[config.mk]
export PLATFORM = sky130hd
export DESIGN_NAME = cme_fifo
export DESIGN_NICKNAME = d
export VERILOG_FILES = /design/src/rtl/cme_fifo.sv
export VERILOG_INCLUDE_DIRS = /design/src /design/src/rtl
export SDC_FILE = /design/constraint.sdc
export NUM_CORES = 1
export LEC_CHECK = 0
export BUFFER_PORTS_ARGS = -buffer_cell sky130_fd_sc_hd__buf_2
export CORE_ASPECT_RATIO = 0.7
export CORE_MARGIN = 3
export CORE_UTILIZATION = 45
export DETAILED_ROUTE_END_ITERATION = 10
export PLACE_DENSITY = 0.74
export SLEW_MARGIN = 20
export SYNTH_ARGS = -nofsm -noshare
export SYNTH_HDL_FRONTEND = slang
export SYNTH_SLANG_ARGS = --single-unit
[constraint.sdc]
create_clock -name clk -period 2.88 [get_ports clk]
set_input_delay 0.576 -clock clk [delete_from_list [all_inputs] [get_ports clk]]
set_output_delay 0.576 -clock clk [all_outputs]
set_load 0.05 [all_outputs]
[src/rtl/class_map_erosion_3x3_chain_macros.svh]
// ---------------------------------------------------------------------------
// Assertion macros for the class map erosion chain
// Clocked on clk, disabled while rst_n is low; NO_ASSERTIONS removes them.
// ---------------------------------------------------------------------------
`ifndef CLASS_MAP_EROSION_3X3_CHAIN_MACROS_SVH
`define CLASS_MAP_EROSION_3X3_CHAIN_MACROS_SVH
`ifndef NO_ASSERTIONS
`define CME_ASSERT(lbl, prop) \
  lbl: assert property (@(posedge clk) disable iff (!rst_n) (prop)) \
    else $error("assertion failed");
`define CME_ASSERT_NEVER(lbl, cond) \
  `CME_ASSERT(lbl, !(cond))
`else
`define CME_ASSERT(lbl, prop)
`define CME_ASSERT_NEVER(lbl, cond)
`endif
`endif

[src/rtl/cme_fifo.sv]
// ---------------------------------------------------------------------------
// cme_fifo
// Small register queue; read data is the oldest word, shown while not empty.
// ---------------------------------------------------------------------------
`include "class_map_erosion_3x3_chain_macros.svh"
module cme_fifo #(
  parameter int WIDTH = 8,
  parameter int DEPTH = 4
) (
  input  logic             clk,
  input  logic             rst_n,
  input  logic             push,
  input  logic [WIDTH-1:0] wdata,
  output logic             full,
  input  logic             pop,
  output logic [WIDTH-1:0] rdata,
  output logic             empty
);

  localparam int AW = (DEPTH > 1) ? $clog2(DEPTH) : 1;
  localparam int CW = $clog2(DEPTH + 1);

  logic [WIDTH-1:0] mem_r [DEPTH];
  logic [AW-1:0]    wr_ptr_r, rd_ptr_r;
  logic [CW-1:0]    count_r;
  logic             do_push, do_pop;

  assign full    = (count_r == CW'(DEPTH));
  assign empty   = (count_r == '0);
  assign do_push = push && !full;
  assign do_pop  = pop && !empty;
  assign rdata   = mem_r[rd_ptr_r];

  always_ff @(posedge clk) begin
    if (!rst_n) begin
      wr_ptr_r <= '0;
      rd_ptr_r <= '0;
      count_r  <= '0;
    end else begin
      if (do_push) begin
        wr_ptr_r <= (wr_ptr_r == AW'(DEPTH - 1)) ? '0 : wr_ptr_r + AW'(1);
      end
      if (do_pop) begin
        rd_ptr_r <= (rd_ptr_r == AW'(DEPTH - 1)) ? '0 : rd_ptr_r + AW'(1);
      end
      if (do_push && !do_pop) begin
        count_r <= count_r + CW'(1);
      end else if (do_pop && !do_push) begin
        count_r <= count_r - CW'(1);
      end
    end
  end

  always_ff @(posedge clk) begin
    if (do_push) begin
      mem_r[wr_ptr_r] <= wdata;
    end
  end

  `CME_ASSERT(a_count_bound, count_r <= CW'(DEPTH))

endmodule

==> reports/qor.yml <==
hold_path:
  hp-class: "input pin to flip-flop"
synthesis:
  syn_area_sq_mm: 0.00163
  synth_cell_types: 23
  yosys-top-cells-area: "edfxtp_1, dfxtp_1, mux4_2, ha_1, and2_1"
  synth_cells: 93
  synth_top_area_cell: "edfxtp_1"
  synth_seq_cells: 41
  syn_nets: 112
  synth_warnings: 0
  synth_seq_area_share_pct: 70.0
  synth_top_area_share_pct: 58.9
  postSynthAreaPerCell_sq_um: 17.5
layout:
  drive_gt1_share_pct: 31.4
  multiInputGateArea_sq_um: 460
  diodes: 0
  utilization_pct: 57.2
  nets: 136
  final_common_cell: "edfxtp_1"
  fillers: 263
  seq_area_sq_mm: 0.00114
  syn2layout_area_growth_pct: 15.6
  mostFrequentLayoutCells: "edfxtp_1, buf_2, dfxtp_1"
cts:
  ctsHoldBuffers: 0
  cts_root_buf: "clkbuf_8"
  postCtsResizedCells: 0
  cts_buffer_depth: 2
  post_cts.repair.setup_buffers: 0
  cts-buffers-inserted: 5
  path_clk_slew_ps: 80
  clk_latency_ps: 290
  cts_sinks: 41
  cts_max_level: 2
  cts_tree: "built"
setup_path:
  r2r_cells: 8
  worstSetupEndpointType: "flip-flop"
  criticalPathCategory: "flip-flop to flip-flop"
  crit_end: "count_r[2]"
  worstReg2RegEnd: "count_r[2]"
  cp_data_required_time_ps: 3090
  cp-start-kind: "flip-flop"
  r2r_slack_ps: 510
  path_max_fanout: 7
  r2r_start: "count_r[0]"
  critical_path_arrival_ps: 2580
  cp-startpoint: "count_r[0]"
drt:
  finalWirelength_um: 2700
  post_drt_wl_per_cell_um: 16.4
  num_vias: 832
  ant_nets: 0
  wl_met3_um: 146
  top_layer_used: "met4"
  firstDrtPassIters: 4
  drtIter0Drc: 53
  viasPerCell: 5.04
  wl_met2_um: 1450
  drcViolationCount: 0
  met1_length_um: 1050
sta:
  relSlewSlack_pct: 61.3
  final.min_clock_period_ps: 2370
  setup_violations: 0
  final-max-slew-violation-count: 0
  timing.fmax_ghz: 0.422
  finalSetupTns_ps: 0
  period_share_pct: 82.2
  fin_hold_ws_ps: 501
  worst_pin_slew_ps: 576
  worst_clock_skew_ps: 6.46
  hold_violations: 0
  rsz0062_at_grt: "no"
  setup_ws_ps: 512
global_routing:
  grtUsageTotal_pct: 14.1
  grt_pass1_wl_um: 4490
  overflow: 0
  grt_max_degree: 14
  grt_pass1_vias: 898
  antenna_found_initial: 0
job:
  max-cap-violations: 0
die:
  die_y_um: 56.4
  rows: 17
  start_util_pct: 49.4
  core_area_sq_mm: 0.00330
  die_x_um: 77.9
  ioPinCount: 22
  dieArea_sq_mm: 0.00439
pwr:
  peakVddDrop_uv: 482
  p_leak_uw: 0.000687
  total_power_uw: 1830
  p_per_area_mw_per_mm2: 971
placed_design:
  dp_hpwl_um: 1900
  finalWeightedCongestion: 0.703
  place_ws_ps: 396
  io_buffer_count: 21
outcome:
  outcome: "complete, no violations"
## worst max-delay path: stages, from the launching register on
cell	delay, ps
dfxtp_1	480
nor3b_2	90
nor2b_1	400
ha_1	270
inv_1	60
fa_1	370
xor2_1	160
or3_1	300
a21boi_0	170
## report_power, final
part / leakage, uW / switching (uW) / internal, uW
clock: 0.0000552 / 188 / 257
sequential: 0.000367 / 83.5 / 728
combinational: 0.000265 / 371 / 202
## kinds of logic (layout without fill, tap and decap cells)
logic type,after synthesis,in the layout,synth area share (%)
compound gates,5,5,1.84
simple gates,20,20,6.60
fa+ha+maj,7,7,5.83
flops,41,41,70.0
mux,11,11,12.9
xor+xnor,2,2,1.07
buf+inv,7,32,1.76
## flip-flops by register name (all words and copies together), names as in the netlist, named ones only
register	count
mem_r	32
count_r	3
rd_ptr_r	2
wr_ptr_r	2
## final cells by class
class | count | share of cell area, %
clock buffers | 6 | 3.85
well taps | 47 | 3.12
multi-input cells | 45 | 24.4
repair buffers | 21 | 5.58
clock inverters | 2 | 1.86
inverters | 3 | 0.598
flip-flops and latches | 41 | 60.6
## through the flow
step           area (sq um)  std cells
3_3_place_gp           1780        157
4_1_cts                1880        165
5_1_grt                1880        165
2_1_floorplan          1630         93
6_report               1880        165
3_5_place_dp           1780        157
## routing by layer
metal | up-vias | global-route usage [%]
met1 | 415 | 16.2
li1 | 393 | -
met5 | - | 0
met4 | 0 | 5.99
met2 | 18 | 23.3
met3 | 6 | 6.09
## worst min path at each step
stage	depth (start not counted)	endpoint	startpoint	slack (ps)
after floorplan	2	wr_ptr_r[1]	wr_ptr_r[1]	470
after global placement	2	wr_ptr_r[1]	wr_ptr_r[1]	490
after detailed placement	2	wr_ptr_r[0]	wr_ptr_r[0]	510
after CTS	1	mem_r[1][7]	wdata[7]	490
after global routing	1	mem_r[0][3]	wdata[3]	480
final	1	mem_r[0][3]	wdata[3]	500
## cell usage after synthesis
cell and n:
edfxtp_1 32, dfxtp_1 9, mux4_2 8, ha_1 6
nand2_1 6, and2_1 5, inv_1 3, mux2i_1 3
o21ai_0 3, buf_2 2, nand3_1 2, nor2_1 2
nor2b_1 2, a21boi_0 1, buf_1 1, clkbuf_1 1
fa_1 1, nor3_1 1, nor3b_2 1, o31ai_1 1
or3_1 1, xnor2_1 1, xor2_1 1
Power figures use the tool's default switching activity.
