File: src/rtl/class_map_erosion_3x3_chain_macros.svh
// ---------------------------------------------------------------------------
// Assertion macros for the class map erosion chain
// Clocked on clk, disabled while rst_n is low; NO_ASSERTIONS removes them.
// ---------------------------------------------------------------------------
`ifndef CLASS_MAP_EROSION_3X3_CHAIN_MACROS_SVH
`define CLASS_MAP_EROSION_3X3_CHAIN_MACROS_SVH
`ifndef NO_ASSERTIONS
`define CME_ASSERT(lbl, prop) \
  lbl: assert property (@(posedge clk) disable iff (!rst_n) (prop)) \
    else $error("assertion failed");
`define CME_ASSERT_NEVER(lbl, cond) \
  `CME_ASSERT(lbl, !(cond))
`else
`define CME_ASSERT(lbl, prop)
`define CME_ASSERT_NEVER(lbl, cond)
`endif
`endif

File: src/rtl/cme_pkg.sv
// ---------------------------------------------------------------------------
// cme_pkg
// Shared types, register indexes and the raster position step.
// ---------------------------------------------------------------------------
package cme_pkg;

  localparam int MAX_WIDTH_DEF  = 1024;
  localparam int MAX_PASSES_DEF = 4;

  localparam int ROW_W  = 12;
  localparam int COL_W  = 12;
  localparam int WID_W  = 13;
  localparam int PASS_W = 4;
  localparam int CFG_W  = 12;

  localparam logic [1:0] REG_IMAGE_WIDTH    = 2'd0;
  localparam logic [1:0] REG_IMAGE_HEIGHT   = 2'd1;
  localparam logic [1:0] REG_EROSION_PASSES = 2'd2;

  localparam logic [10:0] IMAGE_WIDTH_RST    = 11'd640;
  localparam logic [11:0] IMAGE_HEIGHT_RST   = 12'd480;
  localparam logic [2:0]  EROSION_PASSES_RST = 3'd2;

  typedef enum logic [1:0] {
    K_NONE  = 2'd0,
    K_PIX   = 2'd1,
    K_DRAIN = 2'd2
  } kind_t;

  typedef struct packed {
    kind_t            kind;
    logic [1:0]       value;
    logic             own_pos;
    logic [ROW_W-1:0] row;
    logic [COL_W-1:0] col;
  } item_t;

  typedef struct packed {
    logic [WID_W-1:0]  width;
    logic [ROW_W-1:0]  height;
    logic [PASS_W-1:0] passes;
    logic              flush;
  } cfg_t;

  typedef struct packed {
    logic           active;
    logic [COL_W:0] addr;
  } clr_t;

  typedef struct packed {
    logic [ROW_W-1:0] row;
    logic [COL_W-1:0] col;
  } pos_t;

  function automatic pos_t advance(pos_t p, logic [WID_W-1:0] w, logic [ROW_W-1:0] h);
    pos_t n;
    n = p;
    if ({1'b0, p.col} + 13'd1 >= w) begin
      n.col = '0;
      n.row = ({1'b0, p.row} + 13'd1 >= {1'b0, h}) ? '0 : p.row + 12'd1;
    end else begin
      n.col = p.col + 12'd1;
    end
    return n;
  endfunction

endpackage

File: src/rtl/cme_front.sv
// ---------------------------------------------------------------------------
// cme_front
// Config registers, line store clearing sweep and input word classification.
// ---------------------------------------------------------------------------
`include "class_map_erosion_3x3_chain_macros.svh"
module cme_front
  import cme_pkg::*;
#(
  parameter int MAX_WIDTH  = MAX_WIDTH_DEF,
  parameter int MAX_PASSES = MAX_PASSES_DEF
) (
  input  logic             clk,
  input  logic             rst_n,
  input  logic             in_push,
  output logic             in_full,
  input  logic             in_operation,
  input  logic [1:0]       in_pixel_class,
  input  logic             in_frame_start,
  input  logic             cfg_we,
  input  logic [1:0]       cfg_index,
  input  logic [CFG_W-1:0] cfg_data,
  input  logic             q_full,
  output logic             q_push,
  output item_t            q_item,
  output cfg_t             cfg,
  output clr_t             clr
);

  logic [10:0]    width_r;
  logic [11:0]    height_r;
  logic [2:0]     passes_r;
  logic           clr_active_r;
  logic [COL_W:0] clr_addr_r;
  logic           cfg_hit;

  assign cfg_hit = cfg_we && (cfg_index == REG_IMAGE_WIDTH ||
                              cfg_index == REG_IMAGE_HEIGHT ||
                              cfg_index == REG_EROSION_PASSES);

  always_ff @(posedge clk) begin
    if (!rst_n) begin
      width_r      <= IMAGE_WIDTH_RST;
      height_r     <= IMAGE_HEIGHT_RST;
      passes_r     <= EROSION_PASSES_RST;
      clr_active_r <= 1'b1;
      clr_addr_r   <= '0;
    end else begin
      if (cfg_we) begin
        case (cfg_index)
          REG_IMAGE_WIDTH:    width_r  <= cfg_data[10:0];
          REG_IMAGE_HEIGHT:   height_r <= cfg_data[11:0];
          REG_EROSION_PASSES: passes_r <= cfg_data[2:0];
          default: ;
        endcase
      end
      // sweep covers the valid delay line, one entry longer than a row
      if (cfg_hit) begin
        clr_active_r <= 1'b1;
        clr_addr_r   <= '0;
      end else if (clr_active_r) begin
        if (clr_addr_r == (COL_W+1)'(MAX_WIDTH)) begin
          clr_active_r <= 1'b0;
        end else begin
          clr_addr_r <= clr_addr_r + (COL_W+1)'(1);
        end
      end
    end
  end

  always_comb begin
    if ({2'b0, width_r} < 13'd3) begin
      cfg.width = 13'd3;
    end else if ({2'b0, width_r} > WID_W'(MAX_WIDTH)) begin
      cfg.width = WID_W'(MAX_WIDTH);
    end else begin
      cfg.width = {2'b0, width_r};
    end
    cfg.height = (height_r < 12'd3) ? 12'd3 : height_r;
    cfg.passes = ({1'b0, passes_r} > PASS_W'(MAX_PASSES)) ? PASS_W'(MAX_PASSES)
                                                           : {1'b0, passes_r};
    cfg.flush  = cfg_hit;
  end

  assign clr.active = clr_active_r;
  assign clr.addr   = clr_addr_r;

  assign in_full = clr_active_r || q_full;
  assign q_push  = in_push && !in_full;

  always_comb begin
    q_item         = '0;
    q_item.kind    = in_operation ? K_DRAIN : K_PIX;
    q_item.value   = in_operation ? 2'd0 : in_pixel_class;
    // frame start pins the position to the origin, else stage 0 counts
    q_item.own_pos = !in_operation && !in_frame_start;
  end

  `CME_ASSERT(a_cfg_blocks_input, cfg_hit |=> in_full)

endmodule

File: config.mk
export PLATFORM = sky130hd
export DESIGN_NAME = cme_front
export DESIGN_NICKNAME = d
export VERILOG_FILES = /design/src/rtl/cme_pkg.sv /design/src/rtl/cme_front.sv
export VERILOG_INCLUDE_DIRS = /design/src /design/src/rtl
export SDC_FILE = /design/constraint.sdc
export NUM_CORES = 1
export LEC_CHECK = 0
export ABC_AREA = 1
export CORE_ASPECT_RATIO = 1.2
export CORE_MARGIN = 2
export CORE_UTILIZATION = 50
export DETAILED_ROUTE_END_ITERATION = 7
export DONT_BUFFER_PORTS = 1
export PLACE_DENSITY = 0.69
export SYNTH_ARGS = -nofsm -noshare
export SYNTH_HDL_FRONTEND = slang
export SYNTH_SLANG_ARGS = --single-unit
File: constraint.sdc
create_clock -name clk -period 3.95 [get_ports clk]
set_input_delay 0.79 -clock clk [delete_from_list [all_inputs] [get_ports clk]]
set_output_delay 0.79 -clock clk [all_outputs]
set_load 0.03 [all_outputs]
==> reports/qor.json <==
{
  "timing": {
    "rsz0062_at_grt": "false",
    "setup_tns_ns": 0,
    "period_minus_slack_ns": 2.70,
    "finalSetupViolCount": 0,
    "hold_violations": 0,
    "final.period_utilization_pct": 68.4,
    "timing.slew.headroom_pct": 36.1,
    "worst_slack_ns": 1.25,
    "finalClockSkew_ns": 0.00438,
    "worstMarginPinSlew_ns": 0.958,
    "timing.final.max_slew_violations": 0,
    "max_clock_freq_ghz": 0.370
  },
  "final_layout": {
    "fillCellCount": 485,
    "diodes": 0,
    "finalInstanceArea_mm2": 0.00226,
    "multi_input_comb_area_mm2": 0.00114,
    "utilization_pct": 49.9,
    "commonest_non_fill_non_tap_cell_in_the_layout": "sky130_fd_sc_hd__nand2_1",
    "regArea_um2": 801,
    "ratio_of_cells_with_drive_above_1_in_the_final_layout_pct": 9.26,
    "finalNonFillerCells": 382,
    "nNetsFinal": 348,
    "mostFrequentLayoutCells": "60 x sky130_fd_sc_hd__nand2_1, 45 x sky130_fd_sc_hd__nor2_1, 40 x sky130_fd_sc_hd__dfxtp_1",
    "layout-area-overhead-vs-synth_pct": -2.27
  },
  "job": {
    "max-cap-violations": 0
  },
  "placed_design": {
    "placement.setup.worst_slack_ns": 1.54,
    "detailed_place.area_mm2": 0.00217,
    "detailedPlacementHpwl_mm": 3.59,
    "place_inst": 374,
    "count_of_port_buffers_added_during_placement": 0,
    "globalplace.congestion": 0.809
  },
  "logic_synthesis": {
    "synth-edff-count": 0,
    "yosys_register_bits": 40,
    "synth.lib_cells_used.distinct": 31,
    "fraction_of_the_yosys_area_taken_by_sequential_cells_pct": 34.6,
    "ys_async_sr_fraction_pct": 0,
    "netlist_instances": 340,
    "post_synth.cell_area_avg_um2": 6.80,
    "yosys_warnings": 0,
    "postSynth.topFlopCell": "sky130_fd_sc_hd__dfxtp_1",
    "netlist_area_pre_place_mm2": 0.00231
  },
  "power": {
    "leakage_nw": 0.974,
    "pwr_density_cell_mw_per_mm2": 368,
    "vdd_ir_drop_max_mv": 0.235
  },
  "floorplan": {
    "placementRows": 27,
    "area_of_the_die_mm2": 0.00519,
    "core_area_mm2": 0.00453,
    "num_io_pins": 98,
    "fp.dieH_um": 78.5,
    "initial_core_util_pct": 51.1,
    "die_width_um": 66.1
  },
  "grt": {
    "globalRoute.totalOverflow": 0,
    "grt_start_max_net_pins": 28,
    "grt_pass1_wl_mm": 7.52,
    "number_of_antenna_violations_at_the_first_check_in_global_routing": 0,
    "grt_util_all_layers_pct": 18.7,
    "grt_pass1_vias": 1744
  },
  "critical_path": {
    "critical_path_peak_fanout": 18,
    "crit_slowest_cell": "sky130_fd_sc_hd__dfxtp_1",
    "worstSetupPathType": "reg -> out",
    "setup.worst_path.end_class": "output pin",
    "timing.critical_path.from_type": "flop",
    "crit_arrival_ns": 1.91,
    "crit_required_ns": 3.16,
    "worst-r2r-cell-count": 10,
    "critical-path-max-stage-delay_ns": 0.63,
    "chain_of_cells_forming_the_critical_path": "or2_2, nor2_1",
    "timing.reg2reg.setup_slack_ns": 2.08
  },
  "clocking": {
    "cts_buffers": 5,
    "cts_setup_buffers": 0,
    "cts_buffer_depth": 2,
    "clock_latency_ns": 0.29,
    "clock_edge_transition_at_the_registers_on_the_reported_setup_and_hold_paths_ns": 0.09,
    "post_cts_resize_count": 0,
    "ctsHtreeMaxLevel": 2,
    "hold_buf_count_cts": 0,
    "cts.sink_count": 40,
    "clock_tree_from_tritoncts": "built",
    "clk_root_buffer_cell": "sky130_fd_sc_hd__clkbuf_8"
  },
  "drt": {
    "dr_total_vias": 1830,
    "drt_first_pass_iters": 4,
    "drt_wl_total_mm": 4.58,
    "vias_per_cell": 4.79,
    "detail_route.drc_violations": 0,
    "dr.first_iter.drc_count": 98,
    "route.detailed.wl_per_inst_um": 12.0,
    "drt.antenna.violating_nets": 0
  },
  "hold_path": {
    "whs_path_depth": 2,
    "hold_path.class": "reg -> reg"
  },
  "outcome": {
    "status": "completed"
  }
}
==> cell families (layout without fill, tap and decap cells) <==
group           after synthesis  count (layout)  synth area share (%)
compound gates               50              50                  11.4
fa+ha+maj                     2               2                  1.08
xor+xnor                      3               3                  1.14
other cells                   1              27                 0.162
flops                        40              40                  34.6
buf+inv                      92              50                  20.3
simple gates                152             152                  31.3
==> layout make-up <==
type,instances,share of cell area [%]
multi-input combinational,234,50.4
sequential,40,35.4
inverter,42,6.98
tap,58,3.21
clock buffer,5,3.05
clock inverter,3,0.941
==> cell usage after synthesis (2+ instances only) <==
cell type	count	area (um^2)
sky130_fd_sc_hd__nand2_1	60	225
sky130_fd_sc_hd__nor2_1	45	169
sky130_fd_sc_hd__dfxtp_1	40	801
sky130_fd_sc_hd__inv_1	38	143
sky130_fd_sc_hd__buf_4	30	225
sky130_fd_sc_hd__o21ai_0	22	110
sky130_fd_sc_hd__a21oi_1	21	105
sky130_fd_sc_hd__nand3_1	19	95.1
sky130_fd_sc_hd__clkbuf_1	15	56.3
sky130_fd_sc_hd__nor2_2	8	50.1
sky130_fd_sc_hd__buf_2	4	20.0
sky130_fd_sc_hd__nand4_2	4	50.1
sky130_fd_sc_hd__nor2_4	4	45.0
sky130_fd_sc_hd__clkinv_1	3	11.3
sky130_fd_sc_hd__nor4_1	3	18.8
sky130_fd_sc_hd__o211ai_1	3	22.5
sky130_fd_sc_hd__xor2_1	3	26.3
sky130_fd_sc_hd__ha_1	2	25.0
sky130_fd_sc_hd__nand2_4	2	22.5
sky130_fd_sc_hd__nand4_1	2	12.5
sky130_fd_sc_hd__o21ai_1	2	10.0
==> through the flow <==
| step | hold WS, ns | total power [mW] |
|---|---|---|
| 2_1_floorplan | 0.444 | 0.583 |
| 6_report | 0.474 | 0.832 |
| 3_3_place_gp | 0.457 | 0.566 |
| 4_1_cts | 0.477 | 0.840 |
| 3_5_place_dp | 0.465 | 0.568 |
| 5_1_grt | 0.504 | 0.872 |
==> state kept, by name, summed over array words and instances (netlist names) <==
register      cells
width_r          11
height_r         12
clr_addr_r       13
passes_r          3
clr_active_r      1
==> worst max-delay path, delay by kind of cell, from the launching register on <==
kind | cells | cell delay [ns]
flip-flops | 1 | 0.63
AND/OR/NAND/NOR | 2 | 1.00
==> layer usage <==
layer	global-route usage (%)	up-vias	routed length (um)
li1	-	964	-
met1	20.4	814	1850
met2	32.4	46	2340
met3	7.16	6	312
met4	6.73	0	72
met5	0	-	0
==> report_power, final <==
| part | internal [mW] | leakage, nW | switching [mW] | total [mW] |
|---|---|---|---|---|
| Clock | 0.125 | 0.0445 | 0.149 | 0.274 |
| Combinational | 0.0196 | 0.603 | 0.0928 | 0.112 |
| Sequential | 0.418 | 0.326 | 0.0271 | 0.445 |
| Total | 0.563 | 0.974 | 0.269 | 0.832 |
==> path summary, 6_finish.rpt <==
path / end / from
worst max-delay path: q_push / clr_active_r$_SDFF_PP1_
worst min-delay path: height_r[0]$_SDFFE_PN0P_ / height_r[0]$_SDFFE_PN0P_
worst max register to register: clr_addr_r[1]$_SDFFE_PP0P_ / clr_addr_r[0]$_SDFFE_PP0P_
worst min register to register: height_r[0]$_SDFFE_PN0P_ / height_r[0]$_SDFFE_PN0P_
No activity file was read; power rests on OpenSTA's default activity.
